`src/rtl/hp_vad_pkg.sv`:
```
package hp_vad_pkg;

  localparam int SAMPLE_W = 16;
  localparam int HP_TAPS  = 11;
  localparam int HP_HALF  = 6;
  localparam int HP_SHIFT = 12;
  localparam int ACC_W    = 29;
  localparam int ENERGY_W = 40;
  localparam int SQ_W     = 31;
  localparam int PADDR_W  = 4;
  localparam int PDATA_W  = 64;

  typedef logic signed [SAMPLE_W-1:0] sample_t;
  typedef logic signed [ACC_W-1:0]    acc_t;
  typedef logic [ENERGY_W-1:0]        energy_t;
  typedef logic [SQ_W-1:0]            square_t;
  typedef logic [1:0]                 kind_t;
  typedef logic [1:0]                 verdict_t;

  localparam kind_t KIND_NORMAL = 2'd0;
  localparam kind_t KIND_TONE   = 2'd1;
  localparam kind_t KIND_MUTED  = 2'd2;

  localparam verdict_t VERDICT_SILENT = 2'd0;
  localparam verdict_t VERDICT_ACTIVE = 2'd1;
  localparam verdict_t VERDICT_TONE   = 2'd2;

  // register index taken from paddr[3]
  localparam logic REG_MIN_ENERGY = 1'b0;

  localparam energy_t ENERGY_MAX = {ENERGY_W{1'b1}};

  // symmetric highpass, Q12; entry k weights taps k and 10-k
  localparam acc_t HP_COEF [HP_HALF] = '{
    acc_t'(15), acc_t'(0), acc_t'(-123), acc_t'(-446), acc_t'(-844), acc_t'(1542)
  };

  typedef struct packed {
    logic  sat_en;
    logic  sqr_en;
    logic  commit;
    logic  last;
    kind_t kind;
  } hp_ctrl_t;

endpackage

```
`src/rtl/hp_vad_ifs.sv`:
```
interface hp_in_if;
  import hp_vad_pkg::*;

  logic    valid;
  logic    ready;
  sample_t sample;
  kind_t   frame_kind;
  logic    frame_end;

  modport source (output valid, output sample, output frame_kind, output frame_end,
                  input ready);
  modport sink (input valid, input sample, input frame_kind, input frame_end,
                output ready);
endinterface

interface hp_out_if;
  import hp_vad_pkg::*;

  logic     valid;
  logic     ready;
  sample_t  filtered_sample;
  logic     verdict_valid;
  verdict_t verdict;

  modport source (output valid, output filtered_sample, output verdict_valid,
                  output verdict, input ready);
  modport sink (input valid, input filtered_sample, input verdict_valid,
                input verdict, output ready);
endinterface

```
`src/rtl/hp_tap_cell.sv`:
```
module hp_tap_cell (
  input  logic                 clk,
  input  logic                 rst,
  input  logic                 shift_en,
  input  hp_vad_pkg::sample_t  din,
  output hp_vad_pkg::sample_t  dout
);
  import hp_vad_pkg::*;

  sample_t tap;

  always_ff @(posedge clk) begin
    if (rst) begin
      tap <= '0;
    end else if (shift_en) begin
      tap <= din;
    end
  end

  assign dout = tap;

endmodule

```
`src/rtl/hp_energy.sv`:
```
module hp_energy (
  input  logic                  clk,
  input  logic                  rst,
  input  hp_vad_pkg::hp_ctrl_t  ctrl,
  input  hp_vad_pkg::acc_t      acc,
  input  hp_vad_pkg::energy_t   threshold,
  output hp_vad_pkg::sample_t   filtered,
  output hp_vad_pkg::verdict_t  verdict
);
  import hp_vad_pkg::*;

  sample_t  prev;
  energy_t  energy;
  logic     pairs;
  logic     frame_start;

  sample_t  y;
  sample_t  half_diff;
  square_t  square;

  logic signed [SAMPLE_W:0]     q;
  sample_t                      y_sat;
  logic signed [SAMPLE_W:0]     diff;
  logic signed [2*SAMPLE_W-1:0] sq_full;
  logic [ENERGY_W:0]            e_sum;
  energy_t                      e_sat;

  sample_t  prev_next;
  energy_t  energy_next;
  logic     pairs_next;
  logic     frame_start_next;
  energy_t  e_upd;
  logic     pairs_upd;
  logic     normal;

  assign normal = (ctrl.kind == KIND_NORMAL);

  // floor shift then clamp to 16 bits
  always_comb begin
    q = (SAMPLE_W+1)'(acc >>> HP_SHIFT);
    if (q > (SAMPLE_W+1)'(32767)) begin
      y_sat = sample_t'(16'sh7FFF);
    end else if (q < -(SAMPLE_W+1)'(32768)) begin
      y_sat = sample_t'(16'sh8000);
    end else begin
      y_sat = q[SAMPLE_W-1:0];
    end
    diff = (SAMPLE_W+1)'(prev) - (SAMPLE_W+1)'(y_sat);
  end

  assign sq_full = (2*SAMPLE_W)'(half_diff) * (2*SAMPLE_W)'(half_diff);
  assign e_sum   = (ENERGY_W+1)'(energy) + (ENERGY_W+1)'(square);
  assign e_sat   = e_sum[ENERGY_W] ? ENERGY_MAX : e_sum[ENERGY_W-1:0];

  always_ff @(posedge clk) begin
    if (ctrl.sat_en) begin
      y         <= y_sat;
      half_diff <= SAMPLE_W'(diff >>> 1);
    end
    if (ctrl.sqr_en) begin
      square <= SQ_W'(sq_full);
    end
  end

  always_comb begin
    e_upd       = energy;
    pairs_upd   = pairs;
    prev_next   = prev;
    frame_start_next = frame_start;
    verdict     = VERDICT_SILENT;
    if (normal) begin
      if (!frame_start) begin
        e_upd     = e_sat;
        pairs_upd = 1'b1;
      end
      prev_next        = y;
      frame_start_next = 1'b0;
    end
    energy_next = e_upd;
    pairs_next  = pairs_upd;
    if (ctrl.last) begin
      if (normal) begin
        verdict = (pairs_upd && (e_upd >= threshold)) ? VERDICT_ACTIVE : VERDICT_SILENT;
      end else if (ctrl.kind == KIND_TONE) begin
        verdict = VERDICT_TONE;
      end else begin
        verdict = VERDICT_SILENT;
      end
      energy_next      = '0;
      pairs_next       = 1'b0;
      frame_start_next = 1'b1;
    end
  end

  always_ff @(posedge clk) begin
    if (rst) begin
      prev        <= '0;
      energy      <= '0;
      pairs       <= 1'b0;
      frame_start <= 1'b1;
    end else if (ctrl.commit) begin
      prev        <= prev_next;
      energy      <= energy_next;
      pairs       <= pairs_next;
      frame_start <= frame_start_next;
    end
  end

  assign filtered = normal ? y : '0;

endmodule

```
`src/rtl/highpass_fir_voice_detect_top.sv`:
```
// Highpass FIR with energy voice detection. One microphone sample is taken per request on
// mic and one result per sample leaves on vad. A sample runs through a six-step sequencer:
// accept and shift a normal sample into the 11-cell tap chain, symmetric-pair products,
// sum, floor shift with saturation and halved difference, square, then energy update
// and verdict. The next sample is taken once the result sits in the output register; a
// stalled vad holds the final step. The 40-bit threshold min_voice_energy sits at byte
// address 0 of the APB port (64-bit data); the user is to write it only while no sample
// is in flight, which the block itself does not enforce.
module highpass_fir_voice_detect_top (
  input  logic                              clk,
  input  logic                              rst,
  input  logic                              psel,
  input  logic                              penable,
  input  logic                              pwrite,
  input  logic [hp_vad_pkg::PADDR_W-1:0]    paddr,
  input  logic [hp_vad_pkg::PDATA_W-1:0]    pwdata,
  output logic [hp_vad_pkg::PDATA_W-1:0]    prdata,
  output logic                              pready,
  hp_in_if.sink                             mic,
  hp_out_if.source                          vad
);
  import hp_vad_pkg::*;

  typedef enum logic [2:0] {
    S_IDLE, S_MUL, S_SUM, S_SAT, S_SQR, S_DONE
  } state_t;

  state_t   state;
  kind_t    kind;
  logic     last;
  energy_t  min_voice_energy;

  logic     out_valid;
  sample_t  out_sample;
  logic     out_vvalid;
  verdict_t out_verdict;

  sample_t  taps [HP_TAPS];
  acc_t     prod [HP_HALF];
  acc_t     acc;

  logic     accept;
  logic     commit;
  hp_ctrl_t ctrl;
  sample_t  filtered;
  verdict_t verdict;

  // configuration
  assign pready = 1'b1;
  assign prdata = (paddr[3] == REG_MIN_ENERGY) ? PDATA_W'(min_voice_energy) : '0;

  always_ff @(posedge clk) begin
    if (rst) begin
      min_voice_energy <= '0;
    end else if (psel && penable && pwrite && (paddr[3] == REG_MIN_ENERGY)) begin
      min_voice_energy <= pwdata[ENERGY_W-1:0];
    end
  end

  assign mic.ready = (state == S_IDLE);
  assign accept    = mic.valid && mic.ready;
  assign commit    = (state == S_DONE) && (!out_valid || vad.ready);

  // tap chain: newest sample enters the top cell
  for (genvar k = 0; k < HP_TAPS; k++) begin : g_tap
    if (k == HP_TAPS - 1) begin : g_head
      hp_tap_cell u_cell (
        .clk      (clk),
        .rst      (rst),
        .shift_en (accept && (mic.frame_kind == KIND_NORMAL)),
        .din      (mic.sample),
        .dout     (taps[k])
      );
    end else begin : g_body
      hp_tap_cell u_cell (
        .clk      (clk),
        .rst      (rst),
        .shift_en (accept && (mic.frame_kind == KIND_NORMAL)),
        .din      (taps[k+1]),
        .dout     (taps[k])
      );
    end
  end

  always_ff @(posedge clk) begin
    if (state == S_MUL) begin
      for (int k = 0; k < HP_HALF; k++) begin
        prod[k] <= (acc_t'(taps[k]) + acc_t'(taps[HP_TAPS-1-k])) * HP_COEF[k];
      end
    end
  end

  always_ff @(posedge clk) begin
    if (state == S_SUM) begin
      acc <= prod[0] + prod[1] + prod[2] + prod[3] + prod[4] + prod[5];
    end
  end

  assign ctrl.sat_en = (state == S_SAT);
  assign ctrl.sqr_en = (state == S_SQR);
  assign ctrl.commit = commit;
  assign ctrl.last   = last;
  assign ctrl.kind   = kind;

  hp_energy u_energy (
    .clk       (clk),
    .rst       (rst),
    .ctrl      (ctrl),
    .acc       (acc),
    .threshold (min_voice_energy),
    .filtered  (filtered),
    .verdict   (verdict)
  );

  always_ff @(posedge clk) begin
    if (rst) begin
      state     <= S_IDLE;
      out_valid <= 1'b0;
    end else begin
      if (vad.valid && vad.ready) begin
        out_valid <= 1'b0;
      end
      unique case (state)
        S_IDLE: begin
          if (mic.valid) begin
            kind  <= mic.frame_kind;
            last  <= mic.frame_end;
            state <= S_MUL;
          end
        end
        S_MUL: state <= S_SUM;
        S_SUM: state <= S_SAT;
        S_SAT: state <= S_SQR;
        S_SQR: state <= S_DONE;
        S_DONE: begin
          if (commit) begin
            out_valid   <= 1'b1;
            out_sample  <= filtered;
            out_vvalid  <= last;
            out_verdict <= verdict;
            state       <= S_IDLE;
          end
        end
        default: state <= S_IDLE;
      endcase
    end
  end

  assign vad.valid           = out_valid;
  assign vad.filtered_sample = out_sample;
  assign vad.verdict_valid   = out_vvalid;
  assign vad.verdict         = out_verdict;

endmodule

```
`src/flat_wrapper.sv`:
```
// flat-port wrapper written by rule: the top's interface ports become plain ports
module highpass_fir_voice_detect_top_flat import hp_vad_pkg::*;
  (clk, rst, psel, penable, pwrite, paddr, pwdata, prdata, pready, mic_valid, mic_sample, mic_frame_kind, mic_frame_end, mic_ready, vad_valid, vad_filtered_sample, vad_verdict_valid, vad_verdict, vad_ready);
  hp_in_if mic_i ();
  hp_out_if vad_i ();
  input  logic clk;
  input  logic rst;
  input  logic psel;
  input  logic penable;
  input  logic pwrite;
  input  logic [hp_vad_pkg::PADDR_W-1:0] paddr;
  input  logic [hp_vad_pkg::PDATA_W-1:0] pwdata;
  output logic [hp_vad_pkg::PDATA_W-1:0] prdata;
  output logic pready;
  input wire logic [$bits(mic_i.valid)-1:0] mic_valid;
  input wire logic [$bits(mic_i.sample)-1:0] mic_sample;
  input wire logic [$bits(mic_i.frame_kind)-1:0] mic_frame_kind;
  input wire logic [$bits(mic_i.frame_end)-1:0] mic_frame_end;
  output wire logic [$bits(mic_i.ready)-1:0] mic_ready;
  output wire logic [$bits(vad_i.valid)-1:0] vad_valid;
  output wire logic [$bits(vad_i.filtered_sample)-1:0] vad_filtered_sample;
  output wire logic [$bits(vad_i.verdict_valid)-1:0] vad_verdict_valid;
  output wire logic [$bits(vad_i.verdict)-1:0] vad_verdict;
  input wire logic [$bits(vad_i.ready)-1:0] vad_ready;
  assign mic_i.valid = mic_valid;
  assign mic_i.sample = mic_sample;
  assign mic_i.frame_kind = mic_frame_kind;
  assign mic_i.frame_end = mic_frame_end;
  assign mic_ready = mic_i.ready;
  assign vad_valid = vad_i.valid;
  assign vad_filtered_sample = vad_i.filtered_sample;
  assign vad_verdict_valid = vad_i.verdict_valid;
  assign vad_verdict = vad_i.verdict;
  assign vad_i.ready = vad_ready;
  highpass_fir_voice_detect_top u_core (.clk(clk), .rst(rst), .psel(psel), .penable(penable), .pwrite(pwrite), .paddr(paddr), .pwdata(pwdata), .prdata(prdata), .pready(pready), .mic(mic_i), .vad(vad_i));
endmodule
```
`config.mk`:
```
export PLATFORM = sky130hd
export DESIGN_NAME = highpass_fir_voice_detect_top_flat
export DESIGN_NICKNAME = d
export VERILOG_FILES = /design/src/rtl/hp_vad_pkg.sv /design/src/rtl/hp_vad_ifs.sv /design/src/rtl/hp_tap_cell.sv /design/src/rtl/hp_energy.sv /design/src/rtl/highpass_fir_voice_detect_top.sv /design/src/flat_wrapper.sv
export SDC_FILE = /design/constraint.sdc
export NUM_CORES = 2
export LEC_CHECK = 0
export BUFFER_PORTS_ARGS = -buffer_cell sky130_fd_sc_hd__buf_2
export CAP_MARGIN = 40
export CORE_MARGIN = 2
export CORE_UTILIZATION = 58
export DETAILED_ROUTE_END_ITERATION = 8
export PLACE_DENSITY = 0.87
export SLEW_MARGIN = 5
export SYNTH_ARGS = -nofsm -noshare
export SYNTH_HDL_FRONTEND = slang
export SYNTH_HIERARCHICAL = 1
export SYNTH_SLANG_ARGS = --single-unit
```
`constraint.sdc`:
```
create_clock -name clk -period 9.9 [get_ports clk]
set_input_delay 1.485 -clock clk [delete_from_list [all_inputs] [get_ports clk]]
set_output_delay 1.485 -clock clk [all_outputs]
set_load 0.01 [all_outputs]
```
Word-level counts from Yosys, hierarchy flattened --
Memory sizes are Yosys's and may differ from the RTL's. Cells that the tools add are included.
Storage, ports and cells: flip-flop bits (word level) 392, memory bits (writable) 174, input bits 94, word-level logic and storage cells 101, memories 1
Memories:
- u_core.prod | words 6, width 29, read ports 6, clocked after memory_dff 0, wr ports 6, RTL line highpass_fir_voice_detect_top.sv:39 | acc_t prod [HP_HALF];
Operators by class: add/subtract/negate cells 12, $mul 6, $lt $le $gt $ge 3, equality and inequality tests 8, mux-type cells 23, bitwise gates (word level) 2, reductions and logical operators 19
Operators by type and width (number):
- $mux W40 | 5
- $add A29 B29 Y29 | 5
- $add A16 B16 Y17 | 5
- $add A40 B31 Y41 | 1
- $ge A40 B40 Y1 | 1
- $mux W16 | 2
- $mul A16 B16 Y31 | 1
- $mul A29 B11 Y28 const B | 1
- $mul A29 B5 Y29 const B | 1
- $mul A29 B8 Y29 const B | 1
- $mul A29 B9 Y27 const B | 1
- $mul A29 B9 Y28 const B | 1
- $pmux W3 S6 | 1
- $gt A17 B16 Y1 const B | 1
- $lt A17 B16 Y1 const B | 1
- $sub A16 B16 Y17 | 1
- $mux W1 | 11
- $logic_and A1 B1 Y1 | 8
- $eq A3 B2 Y1 const B | 2
- $eq A3 B3 Y1 const B | 2
- $mux W3 | 2
- $reduce_and A2 Y1 | 3
- $reduce_and A3 Y1 | 2
- $logic_not A2 Y1 | 2
- other kinds (10) | 12

Logic depth before layout (Yosys ltp) --
word-level depth 8, gate-level depth with buffers 28, depth with buffers taken out 28

Modules after synthesis --
The synthesis kept the hierarchy.
By module, submodules not included:
- highpass_fir_voice_detect_top | times used 1, cells each 2346, area each 24121.9 µm², sequential area each 6195.9 µm²
- hp_energy | times used 1, cells each 1863, area each 16961.3 µm², sequential area each 3022.9 µm²
- hp_tap_cell | times used 11, cells each 52, area each 580.6 µm², sequential area each 320.3 µm²

Worst setup path after synthesis --
No wires, ideal clock.
kind flip-flop to flip-flop, from register u_core.state[0], to memory u_core/prod[0][0] (netlist bit), enable pin, library setup time 791 ps, arrival time 9698 ps, setup slack -589 ps, stages on the path, launching flop included 3, buffers on the path 1, clock period less this slack 10489 ps, cells stage by stage dfxtp_1 clkbuf_1 nor3b_1
RTL lines:
- start: declaration | RTL line highpass_fir_voice_detect_top.sv:28 | state_t state;
- start signal: assignment | RTL line highpass_fir_voice_detect_top.sv:117 | state <= S_IDLE;
- start signal: assignment | RTL line highpass_fir_voice_detect_top.sv:128 | state <= S_MUL;
- start signal: assignment | RTL line highpass_fir_voice_detect_top.sv:131 | S_MUL: state <= S_SUM;
- end: declaration | RTL line highpass_fir_voice_detect_top.sv:39

==> flow_summary.toml <==
[route]
detail_route.wirelength_mm = 112.4
drt_iter0_markers = 2803
route.antenna.remaining_nets = 0
via_count = 34316
post-route-drc-count = 0
wl_per_cell_um = 18.96
drt_pre_antenna_iters = 7
viasPerCell = 5.789

[grt]
initial_antenna_violation_count = 0
maximum_number_of_pins_on_one_net_before_global_route_repair = 172
globalRouteTotalUtil_pct = 26.88
gr_met2_demand_resource_pct = 46.85
grt-busiest-layer = "met2"
grt_pass1_wl_mm = 179.5
grt_pass1_vias = 35368
grtUsageMet1_pct = 32.99
global_route.usage.met3_pct = 4.352
globalRoute.totalOverflow = 0

[critical_path]
crit_path_end_kind = "register"
cp_data_arrival_time_ns = 8.05
ff2ff_setup_slack_ns = 2.24
worst_ep_required_time_ns = 10.29
critical_path_source_type = "register"
maximum_net_fanout_on_the_critical_path = 7
worst-setup-path-type = "reg2reg"

[finish]
area_growth_pct = 6.911
drive_gt1_share_pct = 6.575
fin_area_um2 = 50240
nets = 5944
layout.cells.most_common = "sky130_fd_sc_hd__inv_1"
utilization_pct = 62.48
layout.cells.most_common_list = "sky130_fd_sc_hd__inv_1 (737), sky130_fd_sc_hd__ha_1 (584), sky130_fd_sc_hd__fa_1 (443)"

[clocking]
cts_inserted_buffers = 56
cts_hold_buffers = 0
clockBufferDepth = 3
cts_root_buffer = "sky130_fd_sc_hd__clkbuf_16"
cts.reportedPaths.clkPinSlew_ns = 0.06
cts_post_setup_buffers_inserted = 0
cts_resized = 0
tritoncts_clock_tree = "yes"
htreeDepth = 2
clock_latency_on_the_worst_skew_pair_ns = 0.65
clock-sinks = 505

[placed_design]
postPlaceCellArea_um2 = 48320
io_buffers = 127
hpwl_mm = 86.52
global_placement_routability_congestion = 0.9084
pre_cts_ws_ns = 2.446

[pwr]
p_leak_nw = 23.73
power_switching_w = 0.003996
internal_power_summed_over_all_cells_w = 0.006102
switching_share_pct = 39.57
share_seq_of_total_power_pct = 26.2
combinationalPowerShare_pct = 52.3
cellPowerDensity_nw_per_um2 = 201.0
clock_network_power_share_pct = 21.5
worst_ir_drop_vdd_mv = 0.3217

[floorplanning]
fp.dieH_um = 288.7
fp.dieArea_um2 = 83320
die_w_um = 288.7
design.core.area_um2 = 80420
pin_count = 180
start_util_pct = 58.44
row_count = 104

[sta]
setup_repair_after_global_routing_missed_its_margin = "no"
maxClockFrequency_mhz = 130.5
fin_setup_tns_ns = 0
slew_viol_final = 0
setup-violations-final = 0
timing.max_slew.rel_slack_pct = 35.33
final.min_clock_period_ns = 7.661
tightestPinTransition_ns = 0.9701
fin_skew_ns = 0.05646
final-hold-violation-count = 0
finalWorstSetupSlack_ns = 2.239
final.period_utilization_pct = 77.38

[yosys]
synth.avg_cell_area_um2 = 9.890
postSynthCellCount = 4752
post_synth_instance_area_um2 = 47000
synth_warnings = 6

[status]
status = "completed"

[worst_hold_path]
min-delay-path-class = "reg2reg"

[run]
drv.max_cap_violation_count = 0
-- worst max-delay path, cell delays in order, from the launching register on --
cell,delay (ns)
sky130_fd_sc_hd__dfxtp_1,0.37
sky130_fd_sc_hd__ha_1,0.26
sky130_fd_sc_hd__inv_1,0.08
sky130_fd_sc_hd__fa_1,0.43
sky130_fd_sc_hd__nor2b_1,0.17
sky130_fd_sc_hd__o21a_1,0.16
sky130_fd_sc_hd__o21ai_1,0.12
sky130_fd_sc_hd__a211o_1,0.29
sky130_fd_sc_hd__a21oi_1,0.17
sky130_fd_sc_hd__o21ai_0,0.11
sky130_fd_sc_hd__a21oi_1,0.72
sky130_fd_sc_hd__inv_1,0.18
sky130_fd_sc_hd__ha_1,0.39
sky130_fd_sc_hd__xor2_1,0.17
sky130_fd_sc_hd__ha_1,0.32
sky130_fd_sc_hd__fa_1,0.48
sky130_fd_sc_hd__fa_1,0.49
sky130_fd_sc_hd__ha_1,0.32
sky130_fd_sc_hd__ha_1,0.36
sky130_fd_sc_hd__a21o_1,0.18
sky130_fd_sc_hd__a21oi_1,0.28
sky130_fd_sc_hd__nor3b_1,0.33
sky130_fd_sc_hd__a31oi_1,0.17
sky130_fd_sc_hd__a211oi_1,0.48
sky130_fd_sc_hd__a21oi_1,0.16
sky130_fd_sc_hd__nor2_1,0.14
sky130_fd_sc_hd__xnor2_1,0.09
-- final timing paths --
path	end	cells after the start	from
setup reg to reg	u_core/prod[4][27]	26	u_core/g_tap[4].g_body.u_cell/dout[0]
setup / recovery	u_core/prod[4][27]	26	u_core/g_tap[4].g_body.u_cell/dout[0]
hold / removal	u_core/u_energy/pairs	1	u_core/u_energy/pairs
hold reg to reg	u_core/u_energy/pairs	1	u_core/u_energy/pairs
-- per-layer routing --
metal / up-vias / share of wire, %
met5: - / 0
met4: 0 / 4.5
met3: 336 / 6.1
met2: 1255 / 49
met1: 16795 / 40
li1: 15930 / -
-- final cells by class --
type / instances / area (µm²)
diodes: 1 / 2.502
clock buffers: 78 / 1622
clock inverters: 24 / 301.5
fillers: 5957 / 30170
inverters: 739 / 2774
multi-input cells: 3374 / 30990
flip-flops and latches: 505 / 12380
well taps: 1060 / 1326
repair buffers: 147 / 850.8
-- power by group through the flow --
stage	sequential [W]	combinational (W)	clock (W)
3_3_place_gp	0.00269	0.00488	0
2_1_floorplan	0.00266	0.00404	0
3_5_place_dp	0.00269	0.00512	0
5_1_grt	0.00266	0.00587	0.00227
6_report	0.00265	0.00528	0.00217
4_1_cts	0.00265	0.00523	0.00220
-- state kept, by name, summed over array words and instances (netlist names), 2 cells and up --
register and flops:
u_core/g_tap.g_body.u_cell/dout 160, u_core/u_energy/half_diff 16, u_core/acc 17, u_core/g_tap.g_head.u_cell/dout 16, u_core/vad.filtered_sample 16, u_core/min_voice_energy 40
u_core/prod 126, u_core/vad.verdict 2, u_core/state 3, u_core/kind 2, u_core/u_energy/prev 16, u_core/u_energy/energy 40
u_core/u_energy/y 16, u_core/u_energy/square 30
-- metrics by stage --
step	std cells	hold WS (ns)	total power, W
floorplan	4775	0.4275	0.006696
finish	5928	0.4568	0.01010
global placement	5822	0.4389	0.007565
CTS	5927	0.4573	0.01007
detailed placement	5825	0.4437	0.007811
global route	5927	0.4879	0.01080
(Power assumes the default switching activity.)
